**src/rtl/core/i2c_master_bit_sequencer_macros.svh**
```systemverilog
// Assertion macros for the I2C master bit sequencer.
// Each check is written as a property with a reporting action. Defining
// NO_ASSERTIONS removes them all.
`ifndef I2C_MASTER_BIT_SEQUENCER_MACROS_SVH
`define I2C_MASTER_BIT_SEQUENCER_MACROS_SVH

`ifndef NO_ASSERTIONS

// Same-cycle implication, checked outside reset.
`define I2CBS_ASSERT_IMPL(label, clk, rst, cond, expr) \
   label: assert property (@(posedge clk) disable iff (rst) (cond) |-> (expr)) \
      else $error("i2cbs: same-cycle check failed");

// Next-cycle implication, checked outside reset.
`define I2CBS_ASSERT_NEXT(label, clk, rst, cond, expr) \
   label: assert property (@(posedge clk) disable iff (rst) (cond) |=> (expr)) \
      else $error("i2cbs: next-cycle check failed");

`else

`define I2CBS_ASSERT_IMPL(label, clk, rst, cond, expr)
`define I2CBS_ASSERT_NEXT(label, clk, rst, cond, expr)

`endif

`endif

```
**src/rtl/core/i2cbs_pkg.sv**
```systemverilog
`timescale 1ns / 1ps
`default_nettype none

package i2cbs_pkg;

   localparam int unsigned DELAY_W = 16;
   localparam int unsigned CSR_INDEX_W = 8;

   // Register indexes on the configuration port.
   localparam logic [CSR_INDEX_W-1:0] CSR_PHASE_TICKS     = 8'd0;
   localparam logic [CSR_INDEX_W-1:0] CSR_ACK_PHASE_TICKS = 8'd1;
   localparam logic [CSR_INDEX_W-1:0] CSR_ACK_HIGH_TICKS  = 8'd2;
   localparam logic [CSR_INDEX_W-1:0] CSR_ACK_TIMEOUT     = 8'd3;

   localparam logic [DELAY_W-1:0] PHASE_TICKS_RESET     = 16'd10;
   localparam logic [DELAY_W-1:0] ACK_PHASE_TICKS_RESET = 16'd4;
   localparam logic [DELAY_W-1:0] ACK_HIGH_TICKS_RESET  = 16'd6;
   localparam logic [DELAY_W-1:0] ACK_TIMEOUT_RESET     = 16'd250;

   typedef enum logic [2:0] {
      CMD_NONE     = 3'd0,
      CMD_START    = 3'd1,
      CMD_STOP     = 3'd2,
      CMD_WRITE    = 3'd3,
      CMD_READ     = 3'd4,
      CMD_WAIT_ACK = 3'd5,
      CMD_ACK      = 3'd6,
      CMD_NACK     = 3'd7
   } cmd_type;

   typedef struct packed {
      logic [DELAY_W-1:0] phase_ticks;
      logic [DELAY_W-1:0] ack_phase_ticks;
      logic [DELAY_W-1:0] ack_high_ticks;
      logic [DELAY_W-1:0] ack_timeout;
   } cfg_type;

   typedef struct packed {
      cmd_type     command;
      logic [7:0]  tx_byte;
      logic        sda_in;
   } tick_type;

   typedef struct packed {
      logic        scl_level;
      logic        sda_release;
      logic        busy_res;
      logic        done_res;
      logic [7:0]  rx_byte;
      logic        ack_missing;
   } result_type;

   // A delay register of zero behaves as a delay of one tick.
   function automatic logic [DELAY_W-1:0] wait_len(input logic [DELAY_W-1:0] n);
      return (n == '0) ? DELAY_W'(1) : n;
   endfunction

endpackage

`default_nettype wire

```
**src/rtl/core/i2cbs_csr.sv**
```systemverilog
`timescale 1ns / 1ps
`default_nettype none

module i2cbs_csr
   import i2cbs_pkg::*;
(
   input  wire logic                   clock,
   input  wire logic                   reset,
   input  wire logic                   wr_en,
   input  wire logic [CSR_INDEX_W-1:0] wr_index,
   input  wire logic [DELAY_W-1:0]     wr_data,
   output cfg_type                     cfg
);

   cfg_type cfg_ff;
   cfg_type cfg_in;

   always_comb begin
      cfg_in = cfg_ff;
      if (wr_en) begin
         case (wr_index)
            CSR_PHASE_TICKS:     cfg_in.phase_ticks     = wr_data;
            CSR_ACK_PHASE_TICKS: cfg_in.ack_phase_ticks = wr_data;
            CSR_ACK_HIGH_TICKS:  cfg_in.ack_high_ticks  = wr_data;
            CSR_ACK_TIMEOUT:     cfg_in.ack_timeout     = wr_data;
            default:             cfg_in = cfg_ff;
         endcase
      end
   end

   always_ff @(posedge clock) begin
      if (reset) begin
         cfg_ff.phase_ticks     <= PHASE_TICKS_RESET;
         cfg_ff.ack_phase_ticks <= ACK_PHASE_TICKS_RESET;
         cfg_ff.ack_high_ticks  <= ACK_HIGH_TICKS_RESET;
         cfg_ff.ack_timeout     <= ACK_TIMEOUT_RESET;
      end else begin
         cfg_ff <= cfg_in;
      end
   end

   assign cfg = cfg_ff;

endmodule

`default_nettype wire

```
**src/rtl/core/i2cbs_seq.sv**
```systemverilog
`timescale 1ns / 1ps
`default_nettype none

module i2cbs_seq
   import i2cbs_pkg::*;
(
   input  wire logic     clock,
   input  wire logic     reset,
   input  wire logic     step_en,
   input  wire tick_type tick,
   input  wire cfg_type  cfg,
   output result_type    result
);

   typedef enum logic [16:0] {
      ST_IDLE    = 17'b00000000000000001,
      ST_ST_B    = 17'b00000000000000010,
      ST_ST_C    = 17'b00000000000000100,
      ST_ST_D    = 17'b00000000000001000,
      ST_ST_E    = 17'b00000000000010000,
      ST_SP_B    = 17'b00000000000100000,
      ST_SP_C    = 17'b00000000001000000,
      ST_SP_D    = 17'b00000000010000000,
      ST_WR_HI   = 17'b00000000100000000,
      ST_WR_LO   = 17'b00000001000000000,
      ST_WR_NX   = 17'b00000010000000000,
      ST_RD_HI   = 17'b00000100000000000,
      ST_RD_SMP  = 17'b00001000000000000,
      ST_WA_HI   = 17'b00010000000000000,
      ST_WA_POLL = 17'b00100000000000000,
      ST_K_HI    = 17'b01000000000000000,
      ST_K_LO    = 17'b10000000000000000
   } state_type;

   state_type          state_ff, state_in;
   logic [DELAY_W-1:0] phase_count_ff, phase_count_in;
   logic [3:0]         bit_index_ff, bit_index_in;
   logic [7:0]         shift_byte_ff, shift_byte_in;
   logic [7:0]         rx_byte_ff, rx_byte_in;
   logic [DELAY_W-1:0] timeout_count_ff, timeout_count_in;
   logic               scl_drive_ff, scl_drive_in;
   logic               sda_drive_ff, sda_drive_in;
   logic               ack_flag_ff, ack_flag_in;

   logic [DELAY_W-1:0] count_dec;
   logic [3:0]         bit_inc;
   logic [7:0]         shift_next;
   logic               do_poll;
   logic               done;

   assign count_dec  = phase_count_ff - DELAY_W'(1);
   assign bit_inc    = bit_index_ff + 4'd1;
   assign shift_next = {shift_byte_ff[6:0], 1'b0};

   always_comb begin
      state_in         = state_ff;
      phase_count_in   = phase_count_ff;
      bit_index_in     = bit_index_ff;
      shift_byte_in    = shift_byte_ff;
      rx_byte_in       = rx_byte_ff;
      timeout_count_in = timeout_count_ff;
      scl_drive_in     = scl_drive_ff;
      sda_drive_in     = sda_drive_ff;
      ack_flag_in      = ack_flag_ff;
      do_poll          = 1'b0;
      done             = 1'b0;

      case (state_ff)
         ST_IDLE: begin
            case (tick.command)
               CMD_START: begin
                  sda_drive_in   = 1'b1;
                  phase_count_in = wait_len(cfg.phase_ticks);
                  state_in       = ST_ST_B;
               end
               CMD_STOP: begin
                  sda_drive_in   = 1'b0;
                  phase_count_in = wait_len(cfg.phase_ticks);
                  state_in       = ST_SP_B;
               end
               CMD_WRITE: begin
                  shift_byte_in  = tick.tx_byte;
                  bit_index_in   = '0;
                  sda_drive_in   = tick.tx_byte[7];
                  phase_count_in = wait_len(cfg.phase_ticks);
                  state_in       = ST_WR_HI;
               end
               CMD_READ: begin
                  shift_byte_in  = '0;
                  bit_index_in   = '0;
                  sda_drive_in   = 1'b1;
                  phase_count_in = wait_len(cfg.phase_ticks);
                  state_in       = ST_RD_HI;
               end
               CMD_WAIT_ACK: begin
                  ack_flag_in      = 1'b0;
                  timeout_count_in = '0;
                  sda_drive_in     = 1'b1;
                  phase_count_in   = wait_len(cfg.ack_phase_ticks);
                  state_in         = ST_WA_HI;
               end
               CMD_ACK: begin
                  scl_drive_in   = 1'b0;
                  sda_drive_in   = 1'b0;
                  bit_index_in   = '0;
                  phase_count_in = wait_len(cfg.ack_phase_ticks);
                  state_in       = ST_K_HI;
               end
               CMD_NACK: begin
                  sda_drive_in   = 1'b1;
                  bit_index_in   = 4'd1;
                  phase_count_in = wait_len(cfg.phase_ticks);
                  state_in       = ST_K_HI;
               end
               default: ;
            endcase
         end
         ST_WA_POLL: begin
            if (phase_count_ff == '0) begin
               do_poll = 1'b1;
            end else begin
               phase_count_in = count_dec;
               do_poll        = (count_dec == '0);
            end
         end
         ST_K_LO: begin
            phase_count_in = count_dec;
            if (count_dec == '0) begin
               scl_drive_in = 1'b0;
               done         = 1'b1;
            end
         end
         default: begin
            phase_count_in = count_dec;
            if (count_dec == '0) begin
               case (state_ff)
                  ST_ST_B: begin
                     scl_drive_in   = 1'b1;
                     phase_count_in = wait_len(cfg.phase_ticks);
                     state_in       = ST_ST_C;
                  end
                  ST_ST_C: begin
                     sda_drive_in   = 1'b0;
                     phase_count_in = wait_len(cfg.phase_ticks);
                     state_in       = ST_ST_D;
                  end
                  ST_ST_D: begin
                     scl_drive_in   = 1'b0;
                     phase_count_in = wait_len(cfg.phase_ticks);
                     state_in       = ST_ST_E;
                  end
                  ST_SP_B: begin
                     scl_drive_in   = 1'b1;
                     phase_count_in = wait_len(cfg.phase_ticks);
                     state_in       = ST_SP_C;
                  end
                  ST_SP_C: begin
                     sda_drive_in   = 1'b1;
                     phase_count_in = wait_len(cfg.phase_ticks);
                     state_in       = ST_SP_D;
                  end
                  ST_WR_HI: begin
                     scl_drive_in   = 1'b1;
                     phase_count_in = wait_len(cfg.phase_ticks);
                     state_in       = ST_WR_LO;
                  end
                  ST_WR_LO: begin
                     scl_drive_in   = 1'b0;
                     phase_count_in = wait_len(cfg.phase_ticks);
                     state_in       = ST_WR_NX;
                  end
                  ST_WR_NX: begin
                     bit_index_in = bit_inc;
                     if (bit_inc >= 4'd8) begin
                        done = 1'b1;
                     end else begin
                        shift_byte_in  = shift_next;
                        sda_drive_in   = shift_next[7];
                        phase_count_in = wait_len(cfg.phase_ticks);
                        state_in       = ST_WR_HI;
                     end
                  end
                  ST_RD_HI: begin
                     if (bit_index_ff >= 4'd8) begin
                        rx_byte_in = shift_byte_ff;
                        done       = 1'b1;
                     end else begin
                        scl_drive_in   = 1'b1;
                        phase_count_in = wait_len(cfg.phase_ticks);
                        state_in       = ST_RD_SMP;
                     end
                  end
                  ST_RD_SMP: begin
                     if (tick.sda_in) begin
                        shift_byte_in = shift_byte_ff | (8'h80 >> bit_index_ff[2:0]);
                     end
                     scl_drive_in   = 1'b0;
                     bit_index_in   = bit_inc;
                     phase_count_in = wait_len(cfg.phase_ticks);
                     state_in       = ST_RD_HI;
                  end
                  ST_WA_HI: begin
                     scl_drive_in   = 1'b1;
                     phase_count_in = wait_len(cfg.ack_high_ticks);
                     state_in       = ST_WA_POLL;
                  end
                  ST_K_HI: begin
                     scl_drive_in   = 1'b1;
                     phase_count_in = (bit_index_ff != '0) ? wait_len(cfg.phase_ticks)
                                                           : wait_len(cfg.ack_phase_ticks);
                     state_in       = ST_K_LO;
                  end
                  default: done = 1'b1;
               endcase
            end
         end
      endcase

      // Ack poll: a low SDA ends the command, a long run of highs forces a stop.
      if (do_poll) begin
         if (!tick.sda_in) begin
            scl_drive_in = 1'b0;
            done         = 1'b1;
         end else if (timeout_count_ff >= cfg.ack_timeout) begin
            ack_flag_in    = 1'b1;
            sda_drive_in   = 1'b0;
            phase_count_in = wait_len(cfg.phase_ticks);
            state_in       = ST_SP_B;
         end else begin
            timeout_count_in = timeout_count_ff + DELAY_W'(1);
         end
      end

      if (done) begin
         state_in       = ST_IDLE;
         phase_count_in = '0;
      end
   end

   always_ff @(posedge clock) begin
      if (reset) begin
         state_ff         <= ST_IDLE;
         phase_count_ff   <= '0;
         bit_index_ff     <= '0;
         shift_byte_ff    <= '0;
         rx_byte_ff       <= '0;
         timeout_count_ff <= '0;
         scl_drive_ff     <= 1'b1;
         sda_drive_ff     <= 1'b1;
         ack_flag_ff      <= 1'b0;
      end else if (step_en) begin
         state_ff         <= state_in;
         phase_count_ff   <= phase_count_in;
         bit_index_ff     <= bit_index_in;
         shift_byte_ff    <= shift_byte_in;
         rx_byte_ff       <= rx_byte_in;
         timeout_count_ff <= timeout_count_in;
         scl_drive_ff     <= scl_drive_in;
         sda_drive_ff     <= sda_drive_in;
         ack_flag_ff      <= ack_flag_in;
      end
   end

   always_comb begin
      result.scl_level   = scl_drive_in;
      result.sda_release = sda_drive_in;
      result.busy_res    = (state_in != ST_IDLE);
      result.done_res    = done;
      result.rx_byte     = rx_byte_in;
      result.ack_missing = ack_flag_in;
   end

endmodule

`default_nettype wire

```
**src/rtl/core/i2c_master_bit_sequencer.sv**
```systemverilog
// Channel   | Direction | Handshake           | Payload
// ----------+-----------+---------------------+-------------------------------------------
// req_      | in        | req_tvalid/tready   | tuser: command; tdata: tx_byte, sda_in
// rsp_      | out       | rsp_tvalid/tready   | tdata: line levels, busy, done, rx, ack flag
// csr_      | in        | csr_valid/ready     | csr_index, csr_data (16-bit delay registers)
//
// Each tick item is captured in an input register and then goes through the sequencer
// step logic into the result register, which offers it; one item per cycle is sustained
// while the result side keeps taking items. The sequencer state advances exactly when
// its result is written. Reset is synchronous and active high; it returns the lines to
// released, the sequencer to idle and the delay registers to their defaults. A stalled
// result holds the input register, and the input side accepts again once the result
// register can take the pending item.
`timescale 1ns / 1ps
`default_nettype none

`include "i2c_master_bit_sequencer_macros.svh"

module i2c_master_bit_sequencer
   import i2cbs_pkg::*;
(
   input  wire logic                   clock,
   input  wire logic                   reset,

   input  wire logic                   req_tvalid,
   output      logic                   req_tready,
   input  wire logic [15:0]            req_tdata,  // [7:0] tx_byte, [8] sda_in, rest zero
   input  wire logic [2:0]             req_tuser,  // [2:0] command

   output      logic                   rsp_tvalid,
   input  wire logic                   rsp_tready,
   output      logic [15:0]            rsp_tdata,  // [0] scl_level, [1] sda_release,
                                                    // [2] busy_res, [3] done_res,
                                                    // [11:4] rx_byte, [12] ack_missing

   input  wire logic                   csr_valid,
   output      logic                   csr_ready,
   input  wire logic [CSR_INDEX_W-1:0] csr_index,
   input  wire logic [DELAY_W-1:0]     csr_data
);

   logic       in_valid_ff, in_valid_in;
   tick_type   in_tick_ff;
   logic       rsp_valid_ff, rsp_valid_in;
   result_type rsp_data_ff;

   logic       req_accept;
   logic       step;
   cfg_type    cfg;
   result_type step_result;

   // Writes must arrive only while idle, which the block does not enforce; the port is always ready.
   assign csr_ready = 1'b1;

   i2cbs_csr u_csr (
      .clock    (clock),
      .reset    (reset),
      .wr_en    (csr_valid),
      .wr_index (csr_index),
      .wr_data  (csr_data),
      .cfg      (cfg)
   );

   // The held tick advances when the result register is empty or being drained.
   assign step       = in_valid_ff && (!rsp_valid_ff || rsp_tready);
   assign req_tready = !in_valid_ff || step;
   assign req_accept = req_tvalid && req_tready;

   always_comb begin
      in_valid_in = in_valid_ff;
      if (req_accept) begin
         in_valid_in = 1'b1;
      end else if (step) begin
         in_valid_in = 1'b0;
      end
   end

   always_comb begin
      rsp_valid_in = rsp_valid_ff;
      if (step) begin
         rsp_valid_in = 1'b1;
      end else if (rsp_tready) begin
         rsp_valid_in = 1'b0;
      end
   end

   always_ff @(posedge clock) begin
      if (reset) begin
         in_valid_ff  <= 1'b0;
         rsp_valid_ff <= 1'b0;
      end else begin
         in_valid_ff  <= in_valid_in;
         rsp_valid_ff <= rsp_valid_in;
      end
   end

   always_ff @(posedge clock) begin
      if (req_accept) begin
         in_tick_ff.command <= cmd_type'(req_tuser);
         in_tick_ff.tx_byte <= req_tdata[7:0];
         in_tick_ff.sda_in  <= req_tdata[8];
      end
      if (step) begin
         rsp_data_ff <= step_result;
      end
   end

   i2cbs_seq u_seq (
      .clock   (clock),
      .reset   (reset),
      .step_en (step),
      .tick    (in_tick_ff),
      .cfg     (cfg),
      .result  (step_result)
   );

   assign rsp_tvalid = rsp_valid_ff;
   assign rsp_tdata  = {3'b000,
                        rsp_data_ff.ack_missing,
                        rsp_data_ff.rx_byte,
                        rsp_data_ff.done_res,
                        rsp_data_ff.busy_res,
                        rsp_data_ff.sda_release,
                        rsp_data_ff.scl_level};

   // A finished command always leaves the sequencer idle.
   `I2CBS_ASSERT_IMPL(a_done_not_busy, clock, reset,
                      step && step_result.done_res, !step_result.busy_res)

   // Every step lands an item in the result register.
   `I2CBS_ASSERT_NEXT(a_step_fills_rsp, clock, reset, step, rsp_valid_ff)

   // A held tick that cannot advance stays in the input register.
   `I2CBS_ASSERT_NEXT(a_tick_held, clock, reset, in_valid_ff && !step, in_valid_ff)

endmodule

`default_nettype wire

```
**config.mk**
```make
export PLATFORM = sky130hd
export DESIGN_NAME = i2c_master_bit_sequencer
export DESIGN_NICKNAME = d
export VERILOG_FILES = /design/src/rtl/core/i2cbs_pkg.sv /design/src/rtl/core/i2cbs_csr.sv /design/src/rtl/core/i2cbs_seq.sv /design/src/rtl/core/i2c_master_bit_sequencer.sv
export VERILOG_INCLUDE_DIRS = /design/src /design/src/rtl/core
export SDC_FILE = /design/constraint.sdc
export NUM_CORES = 1
export LEC_CHECK = 0
export ABC_AREA = 1
export BUFFER_PORTS_ARGS = -buffer_cell sky130_fd_sc_hd__buf_2
export CAP_MARGIN = 0
export CORE_MARGIN = 5
export CORE_UTILIZATION = 45
export DETAILED_ROUTE_END_ITERATION = 12
export REMOVE_ABC_BUFFERS = 1
export SLEW_MARGIN = 20
export SYNTH_ARGS = -nofsm -noshare
export SYNTH_HDL_FRONTEND = slang
export SYNTH_HIERARCHICAL = 1
export SYNTH_SLANG_ARGS = --single-unit
```
**constraint.sdc**
```tcl
create_clock -name clock -period 5.65 [get_ports clock]
set_input_delay 0.565 -clock clock [delete_from_list [all_inputs] [get_ports clock]]
set_output_delay 0.565 -clock clock [all_outputs]
set_load 0.005 [all_outputs]
```
After elaboration in Yosys (flattened, before gate mapping)
Index checks and enable logic that the tools add are counted.
{"block": "totals", "reg_bits": 163, "input_bits": 48, "out_inout_bits": 19, "word_cells": 180}
{"block": "op_classes", "add_sub_neg": 3, "magnitude_cmp": 3, "eq_ne": 30, "shifts": 1, "mux": 79, "bitwise_logic": 2, "reduce_logical": 38}
{"cell": "16-bit 2-to-1 mux", "n": 17}
{"cell": "17-bit case mux with 12 select lines", "n": 1}
{"cell": "17-bit 2-to-1 mux", "n": 7}
{"cell": "17-bit case mux with 6 select lines", "n": 1}
{"cell": "16-bit zero test", "n": 5}
{"cell": "16-bit case mux with 5 select lines", "n": 1}
{"cell": "8-bit 2-to-1 mux", "n": 7}
{"cell": "16-bit case mux with 3 select lines", "n": 1}
{"cell": "8-bit case mux with 2 select lines", "n": 3}
{"cell": "17-bit case mux with 2 select lines", "n": 1}
{"cell": "16-bit case mux with 2 select lines", "n": 1}
{"cell": "1-bit 2-to-1 mux", "n": 28}
{"cell": "17-bit by 1-bit == test with 1-bit output (second input constant)", "n": 1}
{"cell": "17-bit by 10-bit == test with 1-bit output (second input constant)", "n": 1}
{"cell": "17-bit by 11-bit == test with 1-bit output (second input constant)", "n": 1}
{"cell": "17-bit by 12-bit == test with 1-bit output (second input constant)", "n": 1}
{"cell": "17-bit by 13-bit == test with 1-bit output (second input constant)", "n": 1}
{"cell": "17-bit by 14-bit == test with 1-bit output (second input constant)", "n": 1}
{"cell": "17-bit by 15-bit == test with 1-bit output (second input constant)", "n": 1}
{"cell": "17-bit by 16-bit == test with 1-bit output (second input constant)", "n": 1}
{"cell": "17-bit == test (second input constant)", "n": 1}
{"cell": "17-bit by 2-bit == test with 1-bit output (second input constant)", "n": 1}
{"cell": "17-bit by 3-bit == test with 1-bit output (second input constant)", "n": 1}
{"cell": "17-bit by 4-bit == test with 1-bit output (second input constant)", "n": 1}
{"cell": "other kinds (38)", "n": 71}

Depth between registers and ports, before layout
{"block": "logic_depth", "depth_word": 11, "ltp_mapped": 21, "ltp_nobuf": 19}

By module
The synthesis kept the hierarchy.
{"mod": "i2cbs_seq", "n_inst": 1, "cells_per_inst": 1281, "area_each_um2": 7666.1, "seq_area_each_um2": 1441.4}
{"mod": "i2cbs_csr", "n_inst": 1, "cells_per_inst": 373, "area_each_um2": 2667.6, "seq_area_each_um2": 1281.2}
{"mod": "i2c_master_bit_sequencer", "n_inst": 1, "cells_per_inst": 43, "area_each_um2": 879.6, "seq_area_each_um2": 790.8}

Worst setup path after synthesis
No wires, ideal clock.
{"block": "synth_path", "kind": "input -> register", "start": "input port rsp_tready", "end": "register u_seq.shift_byte_ff[5]", "setup_time_ps": 119, "arrival_ps": 2390, "required_ps": 5531, "slack_ps": 3141, "cell_stages": 9, "n_path_buf": 2, "path_cell_list": "inv_1 a21oi_1 clkbuf_1 inv_2 nor2_1 nand3_2 buf_4 o21ai_0 a21oi_1"}
{"block": "synth_between", "elab_chain_len": 3}
{"item": "from (decl)", "line_no": "i2c_master_bit_sequencer.sv:31", "source": "input wire logic rsp_tready,"}
{"item": "1-bit logical OR", "line_no": "i2c_master_bit_sequencer.sv:65", "source": "assign step = in_valid_ff && (!rsp_valid_ff || rsp_tready);"}
{"item": "1-bit logical AND", "line_no": "i2c_master_bit_sequencer.sv:65"}
{"item": "7-bit AND reduction (no line)"}
{"item": "to (signal assigned)", "line_no": "i2cbs_seq.sv:255", "source": "shift_byte_ff <= shift_byte_in;"}
{"item": "to (decl)", "line_no": "i2cbs_seq.sv:38", "source": "logic [7:0] shift_byte_ff, shift_byte_in;"}
No other way between the ends.
A chain may end at the register's enable or synchronous reset.

==> reports/qor.yml <==
grt_max_degree: 66
leakage_nw: 5.32
synth_cell_types: 49
final_cell_mix: "362 x nand2_1, 208 x nor2_1, 186 x nand3_1"
boundaryPins: 67
ant_nets: 0
critPathKind: "flip-flop to flip-flop"
final_common_cell: "nand2_1"
wl_per_cell_um: 16.5
final_cell_area_sq_um: 12100
synth-seq-cells: 163
crit_required_ps: 5830
cts_sinks: 163
die-area_sq_um: 28200
status: "finished, final reports clean"
root_buffer: "clkbuf_16"
antenna_found_initial: 0
fin_crit_sh_pct: 64.0
overflow: 0
tns_ps: 0
min_path_type: "input port to flip-flop"
cts_buffers: 17
row_count: 57
grt_pass1_wl_um: 53800
routabilityCongestion: 0.904
async_reset_ff_share_pct: 0
critical_path.max_stage_delay_ps: 460
path_clk_slew_ps: 80
die_w_um: 168
drcViolationCount: 0
grt_pass1_vias: 9849
syn2layout_area_growth_pct: 8.13
wl_met3_um: 1900
fp.coreArea_sq_um: 24500
port-buffer-count: 55
die_h_um: 168
dp_hpwl_um: 24200
top_layer: "met4"
place_area_sq_um: 11500
crit_path_top_delay_cell: "inv_2"
ys_dominant_reg_cell: "dfxtp_1"
avgSynthCellArea_sq_um: 6.61
finalClockSkew_ps: 15.8
clkLatencyLatePin_ps: 440
post_cts_buffers: 0
drive_gt1_share_pct: 12.2
detail_route.iter0.violations: 1094
worstSetupEndpointType: "flip-flop"
grt_use_total_pct: 23.3
setup_viol: 0
relSlewSlack_pct: 27.6
worstPathCellList: "inv_1 -> ha_1 -> nand2_4 -> nor3_4 -> nand3_1 -> nor2_1 -> nand2_1 -> nor2_1 -> nand2_1 -> nand2_2 -> nand3_2 -> inv_2 -> nor2_1 -> o21ai_1 -> nand2_1 -> nor2_1 -> nand3_1"
cts_max_path_buffers: 2
vias: 11100
cp-start-kind: "flip-flop"
synth_area_sq_um: 11200
worstPathArrival_ps: 3790
drv_cap: 0
worst_slew_pin_slew_ps: 1090
antenna_cells: 0
finalHoldViolCount: 0
drt-met1-wl_um: 16100
firstDrtPassIters: 5
wl_met2_um: 15100
initial_core_util_pct: 45.8
cts-hold-fix-buffers: 0
cts_resized: 0
max_freq_ghz: 0.277
slew_viol_final: 0
avgViaCountPerCell: 5.45
max-vdd-ir-drop_mv: 0.166
ys_warn_count: 6
synthCells: 1697
rsz0062_at_grt: "no"
period_needed_ps: 3610
synth_edf_count: 25
nets: 1771
p_per_area_nw_per_um2: 275
htree_levels: 4
cp_max_fo: 20
crit_top_cell: "nor2_1"
drt-total-wl_um: 33500
ys_seq_area_share_pct: 31.3
cts_tree: "built"
==> critical path: cells and delay by family (launching register included) <==
kind,cells,cell delay (ps)
buffers and inverters,2,610
AO/OA/AOI/OAI,1,110
AND/OR/NAND/NOR,13,1910
adder cells (fa/ha/maj),1,370
flip-flops,1,370
==> flip-flops by register name (all words and copies together), names as in the netlist <==
signal                  count
u_csr/cfg                  64
u_seq/state_ff             17
u_seq/phase_count_ff       16
u_seq/timeout_count_ff     16
rsp_tdata                  13
in_tick_ff                 12
u_seq/rx_byte_ff            8
u_seq/shift_byte_ff         8
u_seq/bit_index_ff          4
in_valid_ff                 1
rsp_tvalid                  1
u_seq/ack_flag_ff           1
u_seq/scl_drive_ff          1
u_seq/sda_drive_ff          1
==> report_power, final <==
part | switching, mW | leakage [nW] | internal [mW]
sequential | 0.0592 | 1.36 | 1.23
clock | 0.595 | 0.306 | 0.648
combinational | 0.558 | 3.65 | 0.245
==> cells in the mapped netlist, types with 10 or more instances <==
master,n,share of area (%)
o211ai_1,15,1.0
clkbuf_1,24,0.80
nor2_2,11,0.61
buf_6,10,1.0
nor2_4,21,2.1
nand3_2,12,1.1
buf_2,24,1.1
o21ai_0,79,3.5
edfxtp_1,25,6.7
nand2_1,362,12
nand3_1,186,8.3
nand2_2,15,0.84
o22ai_1,15,0.84
buf_4,16,1.1
a21oi_1,146,6.5
o21ai_1,31,1.4
inv_1,180,6.0
inv_2,15,0.50
ha_1,25,2.8
nor2_1,208,7.0
a21oi_2,11,0.86
a31oi_1,11,0.61
dfxtp_1,138,25
nand4_1,19,1.1
==> cells by family after synthesis <==
group                    Yosys count  synth area share, %
other                              2               0.0670
adder cells (fa/ha/maj)           25                 2.79
flip-flops                       163                 31.3
buffers and inverters            278                 10.8
AO/OA/AOI/OAI                    355                 18.6
AND/OR/NAND/NOR                  865                 35.7
XOR/XNOR                           9                0.703
==> metrics by stage <==
step	hold WS, ps	worst slack (ps)	util [%]	instances	power (mW)
after global placement	445	2090	47.0	2003	2.09
after detailed placement	449	2090	47.0	2003	2.10
after global routing	269	1740	49.6	2035	3.51
after floorplan	429	670	-	1617	1.89
final	294	2040	49.6	2035	3.33
after CTS	280	2090	49.6	2035	3.34
==> final timing paths <==
check / endpoint / slack (ps) / startpoint / cells past startpoint
worst max-delay path: rsp_tdata[2] / 2040 / u_seq/phase_count_ff[0] / 17
worst min-delay path: in_tick_ff[5] / 290 / req_tdata[4] / 1
worst max register to register: rsp_tdata[2] / 2040 / u_seq/phase_count_ff[0] / 17
worst min register to register: u_csr/cfg[1] / 460 / u_csr/cfg[1] / 2
==> layer usage <==
layer,up-vias,track usage (%)
met1,5053,34.3
met2,367,36.6
met4,0,4.94
met5,-,0
li1,5639,-
met3,30,3.00
==> area by class of cell <==
cell class                      count  area, sq um
Clock buffer                       17          425
Clock inverter                     15          203
Fill cell                        2564        12300
Inverter                          196          736
Multi-Input combinational cell   1258         6520
Sequential cell                   163         3510
Tap cell                          324          405
Timing Repair Buffer               62          328
(Power assumes the default switching activity.)
